File: src/rpt_pkg.sv
`default_nettype none
// ---------------------------------------------------------------------------
// rpt_pkg
// Token kinds, error bits, character codes and the token record shared by the
// pattern tokenizer.
// ---------------------------------------------------------------------------
package rpt_pkg;

    localparam logic [3:0] K_ANY     = 4'd0;
    localparam logic [3:0] K_AEND    = 4'd1;
    localparam logic [3:0] K_ASTART  = 4'd2;
    localparam logic [3:0] K_CAPTURE = 4'd3;
    localparam logic [3:0] K_SET     = 4'd4;
    localparam logic [3:0] K_NSET    = 4'd5;
    localparam logic [3:0] K_CLOSE   = 4'd6;
    localparam logic [3:0] K_END     = 4'd7;
    localparam logic [3:0] K_INVALID = 4'd8;
    localparam logic [3:0] K_GREEDY  = 4'd9;
    localparam logic [3:0] K_GROUP   = 4'd10;
    localparam logic [3:0] K_LAZY    = 4'd11;
    localparam logic [3:0] K_LIT     = 4'd12;
    localparam logic [3:0] K_LOOK    = 4'd13;
    localparam logic [3:0] K_NLOOK   = 4'd14;
    localparam logic [3:0] K_OR      = 4'd15;

    localparam logic [5:0] E_RBRACKET = 6'h01;
    localparam logic [5:0] E_NUMBER   = 6'h02;
    localparam logic [5:0] E_REPEAT   = 6'h04;
    localparam logic [5:0] E_RBRACE   = 6'h08;
    localparam logic [5:0] E_GROUPING = 6'h10;
    localparam logic [5:0] E_CHAR     = 6'h20;

    localparam logic [15:0] CH_BANG   = 16'h0021;
    localparam logic [15:0] CH_DOLLAR = 16'h0024;
    localparam logic [15:0] CH_LPAREN = 16'h0028;
    localparam logic [15:0] CH_RPAREN = 16'h0029;
    localparam logic [15:0] CH_STAR   = 16'h002A;
    localparam logic [15:0] CH_PLUS   = 16'h002B;
    localparam logic [15:0] CH_COMMA  = 16'h002C;
    localparam logic [15:0] CH_DOT    = 16'h002E;
    localparam logic [15:0] CH_SLASH  = 16'h002F;
    localparam logic [15:0] CH_ZERO   = 16'h0030;
    localparam logic [15:0] CH_NINE   = 16'h0039;
    localparam logic [15:0] CH_COLON  = 16'h003A;
    localparam logic [15:0] CH_EQUAL  = 16'h003D;
    localparam logic [15:0] CH_QUEST  = 16'h003F;
    localparam logic [15:0] CH_LBRACK = 16'h005B;
    localparam logic [15:0] CH_BSLASH = 16'h005C;
    localparam logic [15:0] CH_RBRACK = 16'h005D;
    localparam logic [15:0] CH_CARET  = 16'h005E;
    localparam logic [15:0] CH_LBRACE = 16'h007B;
    localparam logic [15:0] CH_BAR    = 16'h007C;
    localparam logic [15:0] CH_RBRACE = 16'h007D;

    typedef struct packed {
        logic [3:0]  kind;
        logic [15:0] spos;
        logic [15:0] epos;
        logic [15:0] rmin;
        logic [15:0] rmax;
        logic [5:0]  err;
        logic        last;
    } tok_t;

    function automatic tok_t mk_tok(input logic [3:0] kind, input logic [15:0] spos,
                                    input logic [15:0] epos, input logic [15:0] rmin,
                                    input logic [15:0] rmax, input logic [5:0] err);
        tok_t t;
        t.kind = kind;
        t.spos = spos;
        t.epos = epos;
        t.rmin = rmin;
        t.rmax = rmax;
        t.err  = err;
        t.last = 1'b0;
        return t;
    endfunction

endpackage
`default_nettype wire

File: src/regexp_pattern_tokenizer_top.sv
// a token enters the four-entry token queue when the request that completes it is accepted,
// and is on m_* once the tokens ahead of it are taken; one character is accepted per cycle
// while s_tready is high, and a character may push two tokens into the queue at once
// s_tready drops while the queue has fewer than two free entries
// reset: synchronous, active low; clears scan state, position, queue and strict mode
`default_nettype none
// ---------------------------------------------------------------------------
// regexp_pattern_tokenizer_top
// Splits a regular-expression pattern, one code unit per request, into tokens
// with one character of lookahead and {min,max} count parsing.
// ---------------------------------------------------------------------------
module regexp_pattern_tokenizer_top #(
    parameter int COUNT_INFINITY = 65535,
    parameter int POSITION_BITS  = 16
) (
    input  wire logic        aclk,
    input  wire logic        aresetn,
    input  wire logic        cfg_wr_en,
    input  wire logic        cfg_wr_data,     // strict_mode
    input  wire logic        s_tvalid,
    output logic             s_tready,
    input  wire logic [15:0] s_tdata,         // [15:0] pattern code unit
    input  wire logic [0:0]  s_tuser,         // [0] end_of_input
    output logic             m_tvalid,
    input  wire logic        m_tready,
    output logic [71:0]      m_tdata,         // [15:0] start_pos, [31:16] end_pos,
                                              // [47:32] repeat_min, [63:48] repeat_max,
                                              // [69:64] error_flags, [71:70] zero
    output logic [3:0]       m_tuser,         // [3:0] token_kind
    output logic             m_tlast          // last_of_run
);
    import rpt_pkg::*;

    localparam int CW = $clog2(longint'(COUNT_INFINITY) + 1);
    localparam logic [CW-1:0] COUNT_MAX   = CW'(COUNT_INFINITY);
    localparam logic [CW-1:0] COUNT_TENTH = CW'(COUNT_INFINITY / 10);
    localparam int PB = POSITION_BITS;

    localparam logic [3:0] S_IDLE     = 4'd0;
    localparam logic [3:0] S_DOLLAR   = 4'd1;
    localparam logic [3:0] S_REPQ     = 4'd2;
    localparam logic [3:0] S_PAREN    = 4'd3;
    localparam logic [3:0] S_PARENQ   = 4'd4;
    localparam logic [3:0] S_BAR      = 4'd5;
    localparam logic [3:0] S_BSLASH   = 4'd6;
    localparam logic [3:0] S_SETFIRST = 4'd7;
    localparam logic [3:0] S_SET      = 4'd8;
    localparam logic [3:0] S_SETESC   = 4'd9;
    localparam logic [3:0] S_NSET     = 4'd10;
    localparam logic [3:0] S_NSETESC  = 4'd11;
    localparam logic [3:0] S_BRACELAX = 4'd12;
    localparam logic [3:0] S_MIN      = 4'd13;
    localparam logic [3:0] S_MAXSTART = 4'd14;
    localparam logic [3:0] S_MAX      = 4'd15;

    logic          strict_reg;
    logic [3:0]    state_reg,  state_next;
    logic [PB-1:0] pos_reg,    pos_next;
    logic [PB-1:0] tstart_reg, tstart_next;
    logic [CW-1:0] clo_reg,    clo_next;
    logic [CW-1:0] chi_reg,    chi_next;
    logic          dseen_reg,  dseen_next;
    logic [5:0]    perr_reg,   perr_next;
    logic          eemit_reg,  eemit_next;

    logic [PB-1:0] np;
    logic          is_dig;
    logic [3:0]    dval;
    logic          lo_ovf, hi_ovf, h0_ovf;
    logic [CW-1:0] lo_next, hi_next;
    logic          consumed, fv, frep, sv, ds_in, neg;
    logic [3:0]    fk, sk;
    logic [PB-1:0] fe, se;
    tok_t          tok_a, tok_b, push0, push1;
    logic [1:0]    n_tok;

    // token queue
    tok_t       q_mem [4];
    logic [1:0] wr_ptr_reg, rd_ptr_reg;
    logic [2:0] cnt_reg;
    logic       accept, pop;
    logic [1:0] push_n;
    tok_t       head;

    assign np     = pos_reg + 1'b1;
    assign is_dig = (s_tdata >= CH_ZERO) && (s_tdata <= CH_NINE);
    assign dval   = s_tdata[3:0];

    // one decimal digit of a count: v*10 + d, unless v + d reaches COUNT_INFINITY / 10
    assign lo_ovf  = ({1'b0, clo_reg} + (CW+1)'(dval)) >= {1'b0, COUNT_TENTH};
    assign lo_next = (clo_reg << 3) + (clo_reg << 1) + CW'(dval);
    assign hi_ovf  = ({1'b0, chi_reg} + (CW+1)'(dval)) >= {1'b0, COUNT_TENTH};
    assign hi_next = (chi_reg << 3) + (chi_reg << 1) + CW'(dval);
    assign h0_ovf  = CW'(dval) >= COUNT_TENTH;

    always_comb begin
        state_next  = state_reg;
        pos_next    = pos_reg;
        tstart_next = tstart_reg;
        clo_next    = clo_reg;
        chi_next    = chi_reg;
        dseen_next  = dseen_reg;
        perr_next   = perr_reg;
        eemit_next  = eemit_reg;
        consumed    = 1'b0;
        fv          = 1'b0;
        fk          = K_LIT;
        fe          = pos_reg;
        frep        = 1'b0;
        sv          = 1'b0;
        sk          = K_LIT;
        se          = np;
        ds_in       = dseen_reg;
        neg         = 1'b0;
        tok_a       = '0;
        tok_b       = '0;

        if (s_tuser[0]) begin
            if (!eemit_reg) begin
                // flush whatever token is waiting, then End
                fv = 1'b1;
                unique case (state_reg)
                    S_IDLE:   fv = 1'b0;
                    S_DOLLAR: fk = K_AEND;
                    S_REPQ: begin
                        fk   = K_GREEDY;
                        frep = 1'b1;
                    end
                    S_PAREN:  fk = strict_reg ? K_GROUP : K_LIT;
                    S_PARENQ: begin
                        if (strict_reg) perr_next = perr_next | E_GROUPING;
                        fk = K_GROUP;
                    end
                    S_BAR:    fk = K_LIT;
                    S_BSLASH: begin
                        perr_next = perr_next | E_CHAR;
                        fk = K_LIT;
                    end
                    S_SETFIRST, S_SET, S_SETESC: begin
                        perr_next = perr_next | E_RBRACKET;
                        fk = K_SET;
                    end
                    S_NSET, S_NSETESC: begin
                        perr_next = perr_next | E_RBRACKET;
                        fk = K_NSET;
                    end
                    S_BRACELAX: fk = K_LIT;
                    S_MIN: begin
                        if (!dseen_reg) perr_next = perr_next | E_NUMBER;
                        perr_next = perr_next | E_REPEAT;
                        fk = K_INVALID;
                    end
                    default: begin
                        perr_next = perr_next | E_RBRACE;
                        fk = K_INVALID;
                    end
                endcase
                if (fv) begin
                    tok_a = mk_tok(fk, 16'(tstart_reg), 16'(fe),
                                   frep ? 16'(clo_reg) : 16'd0,
                                   frep ? 16'(chi_reg) : 16'd0, perr_next);
                    perr_next = '0;
                end
                sv    = 1'b1;
                tok_b = mk_tok(K_END, 16'(pos_reg), 16'(pos_reg), 16'd0, 16'd0, perr_next);
            end
            state_next  = S_IDLE;
            pos_next    = '0;
            tstart_next = '0;
            clo_next    = '0;
            chi_next    = '0;
            dseen_next  = 1'b0;
            perr_next   = '0;
            eemit_next  = 1'b0;
        end else if (!eemit_reg) begin
            // offer the character to the waiting token
            unique case (state_reg)
                S_DOLLAR: begin
                    fv = 1'b1;
                    fk = (s_tdata == CH_RPAREN || s_tdata == CH_SLASH) ? K_AEND : K_LIT;
                end
                S_REPQ: begin
                    fv   = 1'b1;
                    frep = 1'b1;
                    if (s_tdata == CH_QUEST) begin
                        fk       = K_LAZY;
                        fe       = np;
                        consumed = 1'b1;
                    end else begin
                        fk = K_GREEDY;
                    end
                end
                S_PAREN: begin
                    if (s_tdata == CH_QUEST) begin
                        state_next = S_PARENQ;
                        consumed   = 1'b1;
                    end else begin
                        fv = 1'b1;
                        if (strict_reg) fk = K_GROUP;
                        else fk = (s_tdata == CH_RPAREN) ? K_LIT : K_CAPTURE;
                    end
                end
                S_PARENQ: begin
                    fv = 1'b1;
                    priority if (s_tdata == CH_COLON) begin
                        fk = K_GROUP; fe = np; consumed = 1'b1;
                    end else if (s_tdata == CH_EQUAL) begin
                        fk = K_LOOK; fe = np; consumed = 1'b1;
                    end else if (s_tdata == CH_BANG) begin
                        fk = K_NLOOK; fe = np; consumed = 1'b1;
                    end else begin
                        if (strict_reg) perr_next = perr_next | E_GROUPING;
                        fk = K_GROUP;
                    end
                end
                S_BAR: begin
                    fv = 1'b1;
                    fk = (s_tdata == CH_SLASH || s_tdata == CH_RPAREN) ? K_LIT : K_OR;
                end
                S_BSLASH: begin
                    fv = 1'b1; fk = K_LIT; fe = np; consumed = 1'b1;
                end
                S_SETESC: begin
                    state_next = S_SET; consumed = 1'b1;
                end
                S_NSETESC: begin
                    state_next = S_NSET; consumed = 1'b1;
                end
                S_SETFIRST, S_SET, S_NSET: begin
                    consumed = 1'b1;
                    if (state_reg == S_SETFIRST && s_tdata == CH_CARET) begin
                        state_next = S_NSET;
                    end else begin
                        neg = (state_reg == S_NSET);
                        priority if (s_tdata == CH_RBRACK) begin
                            fv = 1'b1; fk = neg ? K_NSET : K_SET; fe = np;
                        end else if (s_tdata == CH_BSLASH) begin
                            state_next = neg ? S_NSETESC : S_SETESC;
                        end else begin
                            state_next = neg ? S_NSET : S_SET;
                        end
                    end
                end
                S_BRACELAX, S_MIN: begin
                    if (state_reg == S_BRACELAX && !is_dig) begin
                        fv = 1'b1; fk = K_LIT;
                    end else begin
                        ds_in      = (state_reg == S_BRACELAX) ? 1'b0 : dseen_reg;
                        dseen_next = ds_in;
                        state_next = S_MIN;
                        if (is_dig) begin
                            if (lo_ovf) perr_next = perr_next | E_NUMBER;
                            else clo_next = lo_next;
                            dseen_next = 1'b1;
                            consumed   = 1'b1;
                        end else begin
                            if (!ds_in) perr_next = perr_next | E_NUMBER;
                            priority if (s_tdata == CH_RBRACE) begin
                                chi_next = clo_reg; state_next = S_REPQ; consumed = 1'b1;
                            end else if (s_tdata == CH_COMMA) begin
                                state_next = S_MAXSTART; consumed = 1'b1;
                            end else begin
                                perr_next = perr_next | E_REPEAT;
                                fv = 1'b1; fk = K_INVALID;
                            end
                        end
                    end
                end
                S_MAXSTART, S_MAX: begin
                    if (is_dig) begin
                        consumed   = 1'b1;
                        state_next = S_MAX;
                        if (state_reg == S_MAXSTART) begin
                            if (h0_ovf) begin
                                perr_next = perr_next | E_NUMBER;
                                chi_next  = '0;
                            end else begin
                                chi_next = CW'(dval);
                            end
                        end else begin
                            if (hi_ovf) perr_next = perr_next | E_NUMBER;
                            else chi_next = hi_next;
                        end
                    end else begin
                        if (state_reg == S_MAXSTART) chi_next = COUNT_MAX;
                        if (s_tdata == CH_RBRACE) begin
                            state_next = S_REPQ; consumed = 1'b1;
                        end else begin
                            perr_next = perr_next | E_RBRACE;
                            fv = 1'b1; fk = K_INVALID;
                        end
                    end
                end
                default: ;
            endcase

            if (fv) begin
                tok_a = mk_tok(fk, 16'(tstart_reg), 16'(fe),
                               frep ? 16'(clo_reg) : 16'd0,
                               frep ? 16'(chi_next) : 16'd0, perr_next);
                perr_next  = '0;
                state_next = S_IDLE;
            end

            // a character not taken by the waiting token starts a new one
            if (!consumed) begin
                tstart_next = pos_reg;
                perr_next   = '0;
                sv          = 1'b1;
                unique case (s_tdata)
                    CH_DOLLAR: begin
                        if (strict_reg) sk = K_AEND;
                        else begin
                            sv = 1'b0; state_next = S_DOLLAR;
                        end
                    end
                    CH_STAR: begin
                        sv = 1'b0; clo_next = '0; chi_next = COUNT_MAX; state_next = S_REPQ;
                    end
                    CH_PLUS: begin
                        sv = 1'b0; clo_next = CW'(1); chi_next = COUNT_MAX;
                        state_next = S_REPQ;
                    end
                    CH_QUEST: begin
                        sv = 1'b0; clo_next = '0; chi_next = CW'(1); state_next = S_REPQ;
                    end
                    CH_DOT:    sk = K_ANY;
                    CH_SLASH: begin
                        sk = K_END; eemit_next = 1'b1;
                    end
                    CH_LPAREN: begin
                        sv = 1'b0; state_next = S_PAREN;
                    end
                    CH_RPAREN: sk = K_CLOSE;
                    CH_LBRACK: begin
                        sv = 1'b0; state_next = S_SETFIRST;
                    end
                    CH_LBRACE: begin
                        sv = 1'b0; clo_next = '0; chi_next = '0; dseen_next = 1'b0;
                        state_next = strict_reg ? S_MIN : S_BRACELAX;
                    end
                    CH_CARET:  sk = strict_reg ? K_ASTART : K_LIT;
                    CH_BAR: begin
                        if (strict_reg) sk = K_OR;
                        else begin
                            sv = 1'b0; state_next = S_BAR;
                        end
                    end
                    CH_BSLASH: begin
                        sv = 1'b0; state_next = S_BSLASH;
                    end
                    default:   sk = K_LIT;
                endcase
                if (sv) begin
                    tok_b      = mk_tok(sk, 16'(pos_reg), 16'(se), 16'd0, 16'd0, perr_next);
                    state_next = S_IDLE;
                end
            end
            pos_next = np;
        end
    end

    // order the tokens of this request and mark the last one
    always_comb begin
        n_tok = 2'(fv) + 2'(sv);
        push0 = fv ? tok_a : tok_b;
        push1 = tok_b;
        push0.last = (n_tok == 2'd1);
        push1.last = 1'b1;
    end

    assign s_tready = (cnt_reg <= 3'd2);
    assign accept   = s_tvalid && s_tready;
    assign push_n   = accept ? n_tok : 2'd0;
    assign m_tvalid = (cnt_reg != 3'd0);
    assign pop      = m_tvalid && m_tready;
    assign head     = q_mem[rd_ptr_reg];

    assign m_tuser = head.kind;
    assign m_tlast = head.last;
    assign m_tdata = {2'b00, head.err, head.rmax, head.rmin, head.epos, head.spos};

    always_ff @(posedge aclk) begin
        if (!aresetn) begin
            strict_reg <= 1'b0;
        end else if (cfg_wr_en) begin
            strict_reg <= cfg_wr_data;
        end
    end

    always_ff @(posedge aclk) begin
        if (!aresetn) begin
            state_reg  <= S_IDLE;
            pos_reg    <= '0;
            tstart_reg <= '0;
            clo_reg    <= '0;
            chi_reg    <= '0;
            dseen_reg  <= 1'b0;
            perr_reg   <= '0;
            eemit_reg  <= 1'b0;
        end else if (accept) begin
            state_reg  <= state_next;
            pos_reg    <= pos_next;
            tstart_reg <= tstart_next;
            clo_reg    <= clo_next;
            chi_reg    <= chi_next;
            dseen_reg  <= dseen_next;
            perr_reg   <= perr_next;
            eemit_reg  <= eemit_next;
        end
    end

    always_ff @(posedge aclk) begin
        if (push_n != 2'd0) begin
            q_mem[wr_ptr_reg] <= push0;
        end
        if (push_n == 2'd2) begin
            q_mem[wr_ptr_reg + 2'd1] <= push1;
        end
    end

    always_ff @(posedge aclk) begin
        if (!aresetn) begin
            wr_ptr_reg <= '0;
            rd_ptr_reg <= '0;
            cnt_reg    <= '0;
        end else begin
            wr_ptr_reg <= wr_ptr_reg + push_n;
            rd_ptr_reg <= rd_ptr_reg + 2'(pop);
            cnt_reg    <= cnt_reg + 3'(push_n) - 3'(pop);
        end
    end

endmodule
`default_nettype wire

File: config.mk
export PLATFORM = sky130hd
export DESIGN_NAME = regexp_pattern_tokenizer_top
export DESIGN_NICKNAME = d
export VERILOG_FILES = /design/src/rpt_pkg.sv /design/src/regexp_pattern_tokenizer_top.sv
export SDC_FILE = /design/constraint.sdc
export NUM_CORES = 1
export LEC_CHECK = 0
export ABC_AREA = 1
export BUFFER_PORTS_ARGS = -buffer_cell sky130_fd_sc_hd__buf_2
export CORE_AREA = 2 2 247 200
export DETAILED_ROUTE_END_ITERATION = 16
export DIE_AREA = 0 0 249 202
export GPL_TIMING_DRIVEN = 1
export PLACE_DENSITY = 0.69
export RECOVER_POWER = 50
export SYNTH_ARGS = -nofsm -noshare
export SYNTH_HDL_FRONTEND = slang
export SYNTH_SLANG_ARGS = --single-unit
File: constraint.sdc
create_clock -name aclk -period 5 [get_ports aclk]
set_input_delay 0.75 -clock aclk [delete_from_list [all_inputs] [get_ports aclk]]
set_output_delay 0.75 -clock aclk [all_outputs]
set_load 0.01 [all_outputs]
Word level (Yosys, flattened, before mapping)
Memory sizes are Yosys's and may differ from the RTL's. A register that Yosys moved wholly into a read port is not among the register bits. Cells that the tools add are included.

Equal/unequal tests: 38. Magnitude comparators: 5. $add $sub $neg: 13. Multiplexer cells: 178. Reduce and logical (&&, ||, !) cells: 28.

Operators by type and width (number): $mux W75 (10); $mux W16 (32); $eq A16 B6 Y1 const B (12); $eq A16 B7 Y1 const B (7); $mux W4 (25); $mux W74 (1); $pmux W16 S2 (2); $pmux W16 S4 (1); $mux W1 (59); $pmux W4 S7 (2); $pmux W16 S3 (1); $pmux W4 S6 (2); $mux W3 (14); $add A16 B4 Y17 (2); $ge A17 B13 Y1 const B (2); $add A16 B16 Y16 (2); $add A16 B4 Y16 (2); $eq A4 B4 Y1 const B (8); $pmux W4 S8 (1); $mux W6 (5); $pmux W6 S5 (1); $mux W2 (14); $mux W5 (4); $add A16 B1 Y16 const B (1); other kinds (32) (52).

Memories kept: 1. Bits of input ports: 23. Register bits: 84. Memory bits (writable): 300.

Memories: q_mem (depth 4, bits a word 75, rd ports 1, clocked after Yosys merged registers in 1, wr ports 2, line regexp_pattern_tokenizer_top.sv:78) `tok_t q_mem [4];`.

Depth between registers and ports, before layout
Gate-level depths: netlist of run 1.

Depth after elaboration: 19. Depth in mapped cells: 27.

Worst setup path before layout of run 1
OpenSTA, ideal clock, no wires.

Kind: input-to-reg. Start point: input s_tdata[10]. End point: memory q_mem[0][1] in the netlist's numbering, enable pin. Slack: 2 ps. Required time: 4600 ps. Library setup time: 400 ps. Arrival time: 4598 ps. Cell stages on the path: 23. Path buffers: 5. Path through: inv_1 nand2_1 nor2_1 nand2_1 buf_4 nor2_1 nand2_2 nand3_1 nand3_1 o21ai_2 nor2_4 inv_2 nand2_2 buf_6 buf_6 ha_1 nor2_1 inv_1 nor2_1 inv_1 clkbuf_1 clkbuf_1 nand2_1.

RTL lines: start, declared (line regexp_pattern_tokenizer_top.sv:22) `input wire logic [15:0] s_tdata,`; end, declared (line regexp_pattern_tokenizer_top.sv:78).

==> results of run 1 <==
## cell type report
class | count | area share [%]
Timing Repair Buffer | 158 | 3.34
Inverter | 221 | 3.23
Sequential cell | 382 | 36.1
Tap cell | 629 | 3.04
Multi-Input combinational cell | 2564 | 49.0
Clock buffer | 49 | 4.20
Clock inverter | 26 | 1.17
## stage by stage
stage,worst slack [ns],instances,util (%)
2_1_floorplan,0.00214,3375,-
3_3_place_gp,0.489,3954,51.6
3_5_place_dp,0.411,3954,51.6
4_1_cts,0.923,4029,54.5
5_1_grt,0.264,4029,54.1
6_report,0.496,4029,54.1
## path summary, 6_finish.rpt
check,start,end,slack (ns),depth (start not counted)
worst max-delay path,state_reg[0],q_mem[2][74],0.50,18
worst min-delay path,cfg_wr_data,strict_reg,0.38,3
worst max register to register,state_reg[0],q_mem[2][74],0.50,18
worst min register to register,tstart_reg[9],tstart_reg[9],0.46,2
## layout by cell type (no fill, tap or decap), types with 12 or more instances in the layout
master,count
a21oi_1,129
buf_2,22
buf_4,43
clkbuf_1,84
clkbuf_16,42
clkinv_2,12
dfxtp_1,212
edfxtp_1,168
ha_1,67
inv_1,204
nand2_1,856
nand3_1,480
nand4_1,38
nor2_1,312
nor3_1,34
o211ai_1,18
o21ai_0,371
o22ai_1,88
xnor2_1,18
xor2_1,28
## metal layers
layer | global-route usage (%) | vias to the layer above | routed length, µm
met1 | 50.7 | 11500 | 38600
li1 | - | 11500 | -
met2 | 47.1 | 1477 | 34600
met5 | 0 | - | 10
met4 | 8.61 | 2 | 1640
met3 | 8.04 | 126 | 11000
## critical path, delay by kind of cell (launching register included)
kind	cells	cell delay, ns
buffers and inverters	4	1.07
AO/OA/AOI/OAI	4	0.50
AND/OR/NAND/NOR	9	1.81
adder cells (fa/ha/maj)	1	0.24
flip-flops	1	0.60
## kinds of logic after synthesis
| kind of cell | Yosys count | synth area share, % |
|---|---|---|
| AOI/OAI and AO/OA | 664 | 15.5 |
| adders and majority gates | 74 | 4.13 |
| other | 1 | 0.0158 |
| DFF | 382 | 39.3 |
| buffers and inverters | 429 | 7.24 |
| xor gates and xnor gates | 46 | 1.70 |
| and+or+nand+nor | 1778 | 32.1 |
## power by group
group	internal, mW	switching [mW]
clock	1.79	1.38
sequential	3.49	0.127
combinational	0.642	1.85
==> key figures, run 1 <==
Status
  • Status: finished, violations left
  • Violated checks: capacitance limit, slew limit

Clocking
  • Clock latency on the worst-skew pair: 0.60 ns
  • CTS Buf Count: 41
  • Clock Tree Buf Depth: 3
  • H-Tree Depth: 2
  • CTS tree: done
  • Clock sinks: 382
  • CTS clock-pin slew for the worst setup and hold paths: 0.06 ns
  • CTS resizes: 0
  • Post-CTS Hold Buffers: 0
  • Root Buffer: clkbuf_16
  • # Post-CTS Setup Buffers: 0

Placed design
  • Routability congestion estimate: 0.991
  • Buffers on Ports: 99
  • DP HPWL: 58,500 µm
  • Placed Area: 24,700 µm²

GRT
  • Vias in the first global route: 22,600
  • Wire length of the first global-routing pass: 133,000 µm
  • Total gr overflow: 0
  • Pin count of the biggest net entering global routing: 77
  • Total track usage: 33.4%
  • Initial antenna violation count: 1

STA
  • Final Critical Period: 4.50 ns
  • Fmax: 222 MHz
  • Fin. max-slew vios: 133
  • Clock Skews: 0.0370 ns
  • TNS Setup: 0 ns
  • Hold_ws: 0.381 ns
  • Final hold violation count: 0
  • Slew @ Worst Pin: 2.93 ns
  • Period utilization: 90.1%
  • RSZ-0062 raised after global routing: false
  • Max-slew headroom: -95.3%
  • # setup viols final: 0

Final layout
  • Area Growth Syn to Fin: 9.15%
  • Filler cells: 4,702
  • Max FFs per register: 300
  • Layout cell share with drive strength beyond 1: 5.82%
  • Top reg by flops: q_mem
  • Footprint of the multi-input gates: 12,700 µm²
  • Register Area: 9330 µm²
  • Nets: 3,465
  • Diode count: 0
  • Final instance area: 25,900 µm²

Drt
  • Routed Wire Length: 85,900 µm
  • Drt drc: 0
  • DR vias: 24,600
  • DR iter-0 viols: 2,889
  • Remaining antenna violation count: 0
  • First-pass DRT Iterations: 8
  • Wire per inst: 21.3 µm
  • Drt via density: 6.09

Power and ir drop
  • Pwr Total: 9.29 mW
  • LEAKAGE: 10.7 nW
  • Peak supply drop: 254 µV
  • Cell Pwr Density: 359 nW/µm²

Synth
  • Primary FF master, synth: dfxtp_1
  • Sequential share of the synthesized area: 39.3%
  • Cell accounting for the most synthesized area: edfxtp_1
  • Cell area after synthesis: 23,700 µm²
  • Area contributors post-synth: edfxtp_1 (21%), dfxtp_1 (18%), nand2_1 (14%)
  • Post-synth top area share: 21.3%
  • Post-synth ARST share: 0%
  • Ys Warns: 0
  • Netlist cell types: 55
  • Most frequent cell after synthesis: nand2_1
  • Synth Instances: 3,374
  • Synth Register Bits: 382
  • EDFF count, synth: 168
  • Syn Area/Cell: 7.03 µm²
  • Post-synth top cells: nand2_1 (855), nand3_1 (480), o21ai_0 (370)

Setup path
  • CP startpoint kind: flop
  • CP required: 5.31 ns
  • CP Cell Sequence: nand2_1, nor2_1, a21oi_1, inv_1, nand4_1, o21ai_0, o21ai_2, nor2_4, inv_1, nand2_2, ha_1, inv_1, nor2_1, nor2_1, nor2_1, clkbuf_2, nand3_1, o21ai_0
  • CP Capture Type: flop
  • Crit-path max cell delay: 0.67 ns
  • CP Max Fanout: 37
  • Most common cell on crit path: nor2_1
  • CP max stage cell: clkbuf_2
  • CP arrival: 4.81 ns
  • Critical path type: reg2reg

Floorplan
  • Initial Util: 49.6%
  • Site row count: 72
  • Core outline area: 47,800 µm²
  • Die height: 202 µm
  • Die area: 50,300 µm²
  • Die X: 249 µm
  • Num ports: 102

Job
  • Number of max-cap violations: 2

Hold path
  • Worst min path class: in2reg
Power figures use the tool's default switching activity.
==> run 2, diff against run 1 <==
--- a/config.mk
+++ b/config.mk
@@ -7,9 +7,10 @@
 export LEC_CHECK = 0
 export ABC_AREA = 1
 export BUFFER_PORTS_ARGS = -buffer_cell sky130_fd_sc_hd__buf_2
-export CORE_AREA = 2 2 247 200
+export CAP_MARGIN = 20
+export CORE_AREA = 5 5 250 203
 export DETAILED_ROUTE_END_ITERATION = 16
-export DIE_AREA = 0 0 249 202
+export DIE_AREA = 0 0 255 208
 export GPL_TIMING_DRIVEN = 1
 export PLACE_DENSITY = 0.69
 export RECOVER_POWER = 50
==> key figures, run 2 (synthesis results as in run 1) <==
STA
  • Hold_ws: 0.400 ns
  • Slew @ Worst Pin: 3.21 ns
  • RSZ-0062 raised after global routing: false
  • Fin. max-slew vios: 168
  • Period utilization: 93.4%
  • Clock Skews: 0.0230 ns
  • Fmax: 214 MHz
  • Final Critical Period: 4.67 ns
  • # setup viols final: 0
  • TNS Setup: 0 ns
  • Max-slew headroom: -114%
  • Final hold violation count: 0

Placed design
  • Buffers on Ports: 99
  • Routability congestion estimate: 1.01
  • Placed Area: 24,600 µm²
  • DP HPWL: 57,000 µm

Floorplan
  • Die height: 208 µm
  • Site row count: 72
  • Initial Util: 49.5%
  • Die X: 255 µm
  • Core outline area: 47,900 µm²
  • Num ports: 102
  • Die area: 53,000 µm²

Setup path
  • Worst path depth: 5
  • CP required: 4.25 ns
  • CP max stage cell: inv_2
  • CP startpoint: rd_ptr_reg[0]
  • Setup crit end: m_tdata[15]
  • CP Max Fanout: 94
  • CP startpoint kind: flop
  • R2R Path Start: state_reg[0]
  • FF-to-FF path depth: 19
  • CP arrival: 3.92 ns
  • Critical path type: reg2out
  • Buf/Inv on CP: 3
  • Crit-path max cell delay: 1.32 ns
  • Most common cell on crit path: clkbuf_1
  • Worst reg2reg path endpoint: q_mem[3][47]
  • CP Capture Type: output pin
  • CP delay by family, top: buffers and inverters
  • CP Cell Sequence: inv_2, clkbuf_1, o21ai_0, o22ai_1, clkbuf_1
  • FF-to-FF setup slack: 0.38 ns

GRT
  • Total gr overflow: 0
  • Initial antenna violation count: 1
  • Wire length of the first global-routing pass: 131,000 µm
  • Pin count of the biggest net entering global routing: 95
  • Vias in the first global route: 22,500
  • Total track usage: 30.9%

Clocking
  • CTS tree: done
  • CTS resizes: 0
  • Clock Tree Buf Depth: 3
  • Clock latency on the worst-skew pair: 0.58 ns
  • Post-CTS Hold Buffers: 0
  • # Post-CTS Setup Buffers: 0
  • H-Tree Depth: 2
  • Root Buffer: clkbuf_16
  • CTS clock-pin slew for the worst setup and hold paths: 0.06 ns
  • Clock sinks: 382
  • CTS Buf Count: 43

Drt
  • Drt via density: 6.09
  • Remaining antenna violation count: 0
  • Drt drc: 0
  • First-pass DRT Iterations: 6
  • Routed Wire Length: 85,000 µm
  • DR vias: 24,600
  • DR iter-0 viols: 3,438
  • Wire per inst: 21.1 µm

Final layout
  • Top reg by flops: q_mem
  • Max FFs per register: 300
  • Most frequent cells in the layout: nand2_1 (854), nand3_1 (480), o21ai_0 (370), nor2_1 (312), dfxtp_1 (212)
  • Final instance area: 25,900 µm²
  • Nets: 3,464
  • Utilization after layout: 54.1%
  • Most common cell after layout, fill and taps aside: nand2_1
  • Layout cell share with drive strength beyond 1: 6.17%
  • Area Growth Syn to Fin: 9.41%

Job
  • Number of max-cap violations: 3

Status
  • Status: finished, violations left
  • Violated checks: capacitance limit, slew limit

Power and ir drop
  • Cell Pwr Density: 363 nW/µm²
  • LEAKAGE: 10.8 nW
  • Peak supply drop: 238 µV

Hold path
  • Hold_sp: cfg_wr_data
  • Worst min path class: in2reg
## run 2: changes by cell type in the layout (fill, tap and decap cells not counted), moves of 3 or more
cell      previous run  this run
inv_1              204       201
clkinv_2            12         8
clkbuf_1            84        79
buf_2               22        27
or2_1                7        15
clkbuf_8             1        13
or2_0               10         2
buf_4               43        40
## run 2: final cells by class
type | count | area, µm²
Antenna cell | 1 | 2.50
Clock buffer | 62 | 1300
Clock inverter | 18 | 188
Fill cell | 4668 | 22000
Inverter | 221 | 833
Multi-Input combinational cell | 2564 | 12700
Sequential cell | 382 | 9330
Tap cell | 629 | 787
Timing Repair Buffer | 155 | 833
## run 2: where the power goes
group,internal [mW],total (mW),switching (mW)
Combinational,0.656,2.47,1.81
Clock,1.92,3.30,1.37
Sequential,3.49,3.65,0.162
Total,6.07,9.42,3.35
## run 2: worst min path at each step
stage | to | depth (start not counted) | slack, ns
after detailed placement | tstart_reg[12] | 2 | 0.45
final | strict_reg | 3 | 0.40
after global placement | tstart_reg[4] | 2 | 0.45
after global routing | strict_reg | 3 | 0.42
after floorplan | tstart_reg[10] | 2 | 0.44
after CTS | strict_reg | 3 | 0.38
## run 2: layer usage
| layer | GRT usage, % | up-vias | share of wire, % |
|---|---|---|---|
| met1 | 47.9 | 11500 | 44 |
| met2 | 43.2 | 1415 | 40 |
| met3 | 7.98 | 133 | 13 |
| met4 | 6.94 | 0 | 2.1 |
| met5 | 0 | - | 0 |
| li1 | - | 11500 | - |
## run 2: metrics by stage
step           power [mW]  setup WS, ns  cells
2_1_floorplan        5.19       0.00214   3375
5_1_grt              9.81         0.163   4031
4_1_cts              9.51         0.691   4030
6_report             9.42         0.331   4032
3_5_place_dp         6.25         0.371   3950
3_3_place_gp         6.22         0.470   3950
## run 2: tightest hold or removal path: cells and delay by family
family | cells | cell delay [ns]
buffers and inverters | 1 | 0.07
AO/OA/AOI/OAI | 1 | 0.05
AND/OR/NAND/NOR | 1 | 0.07
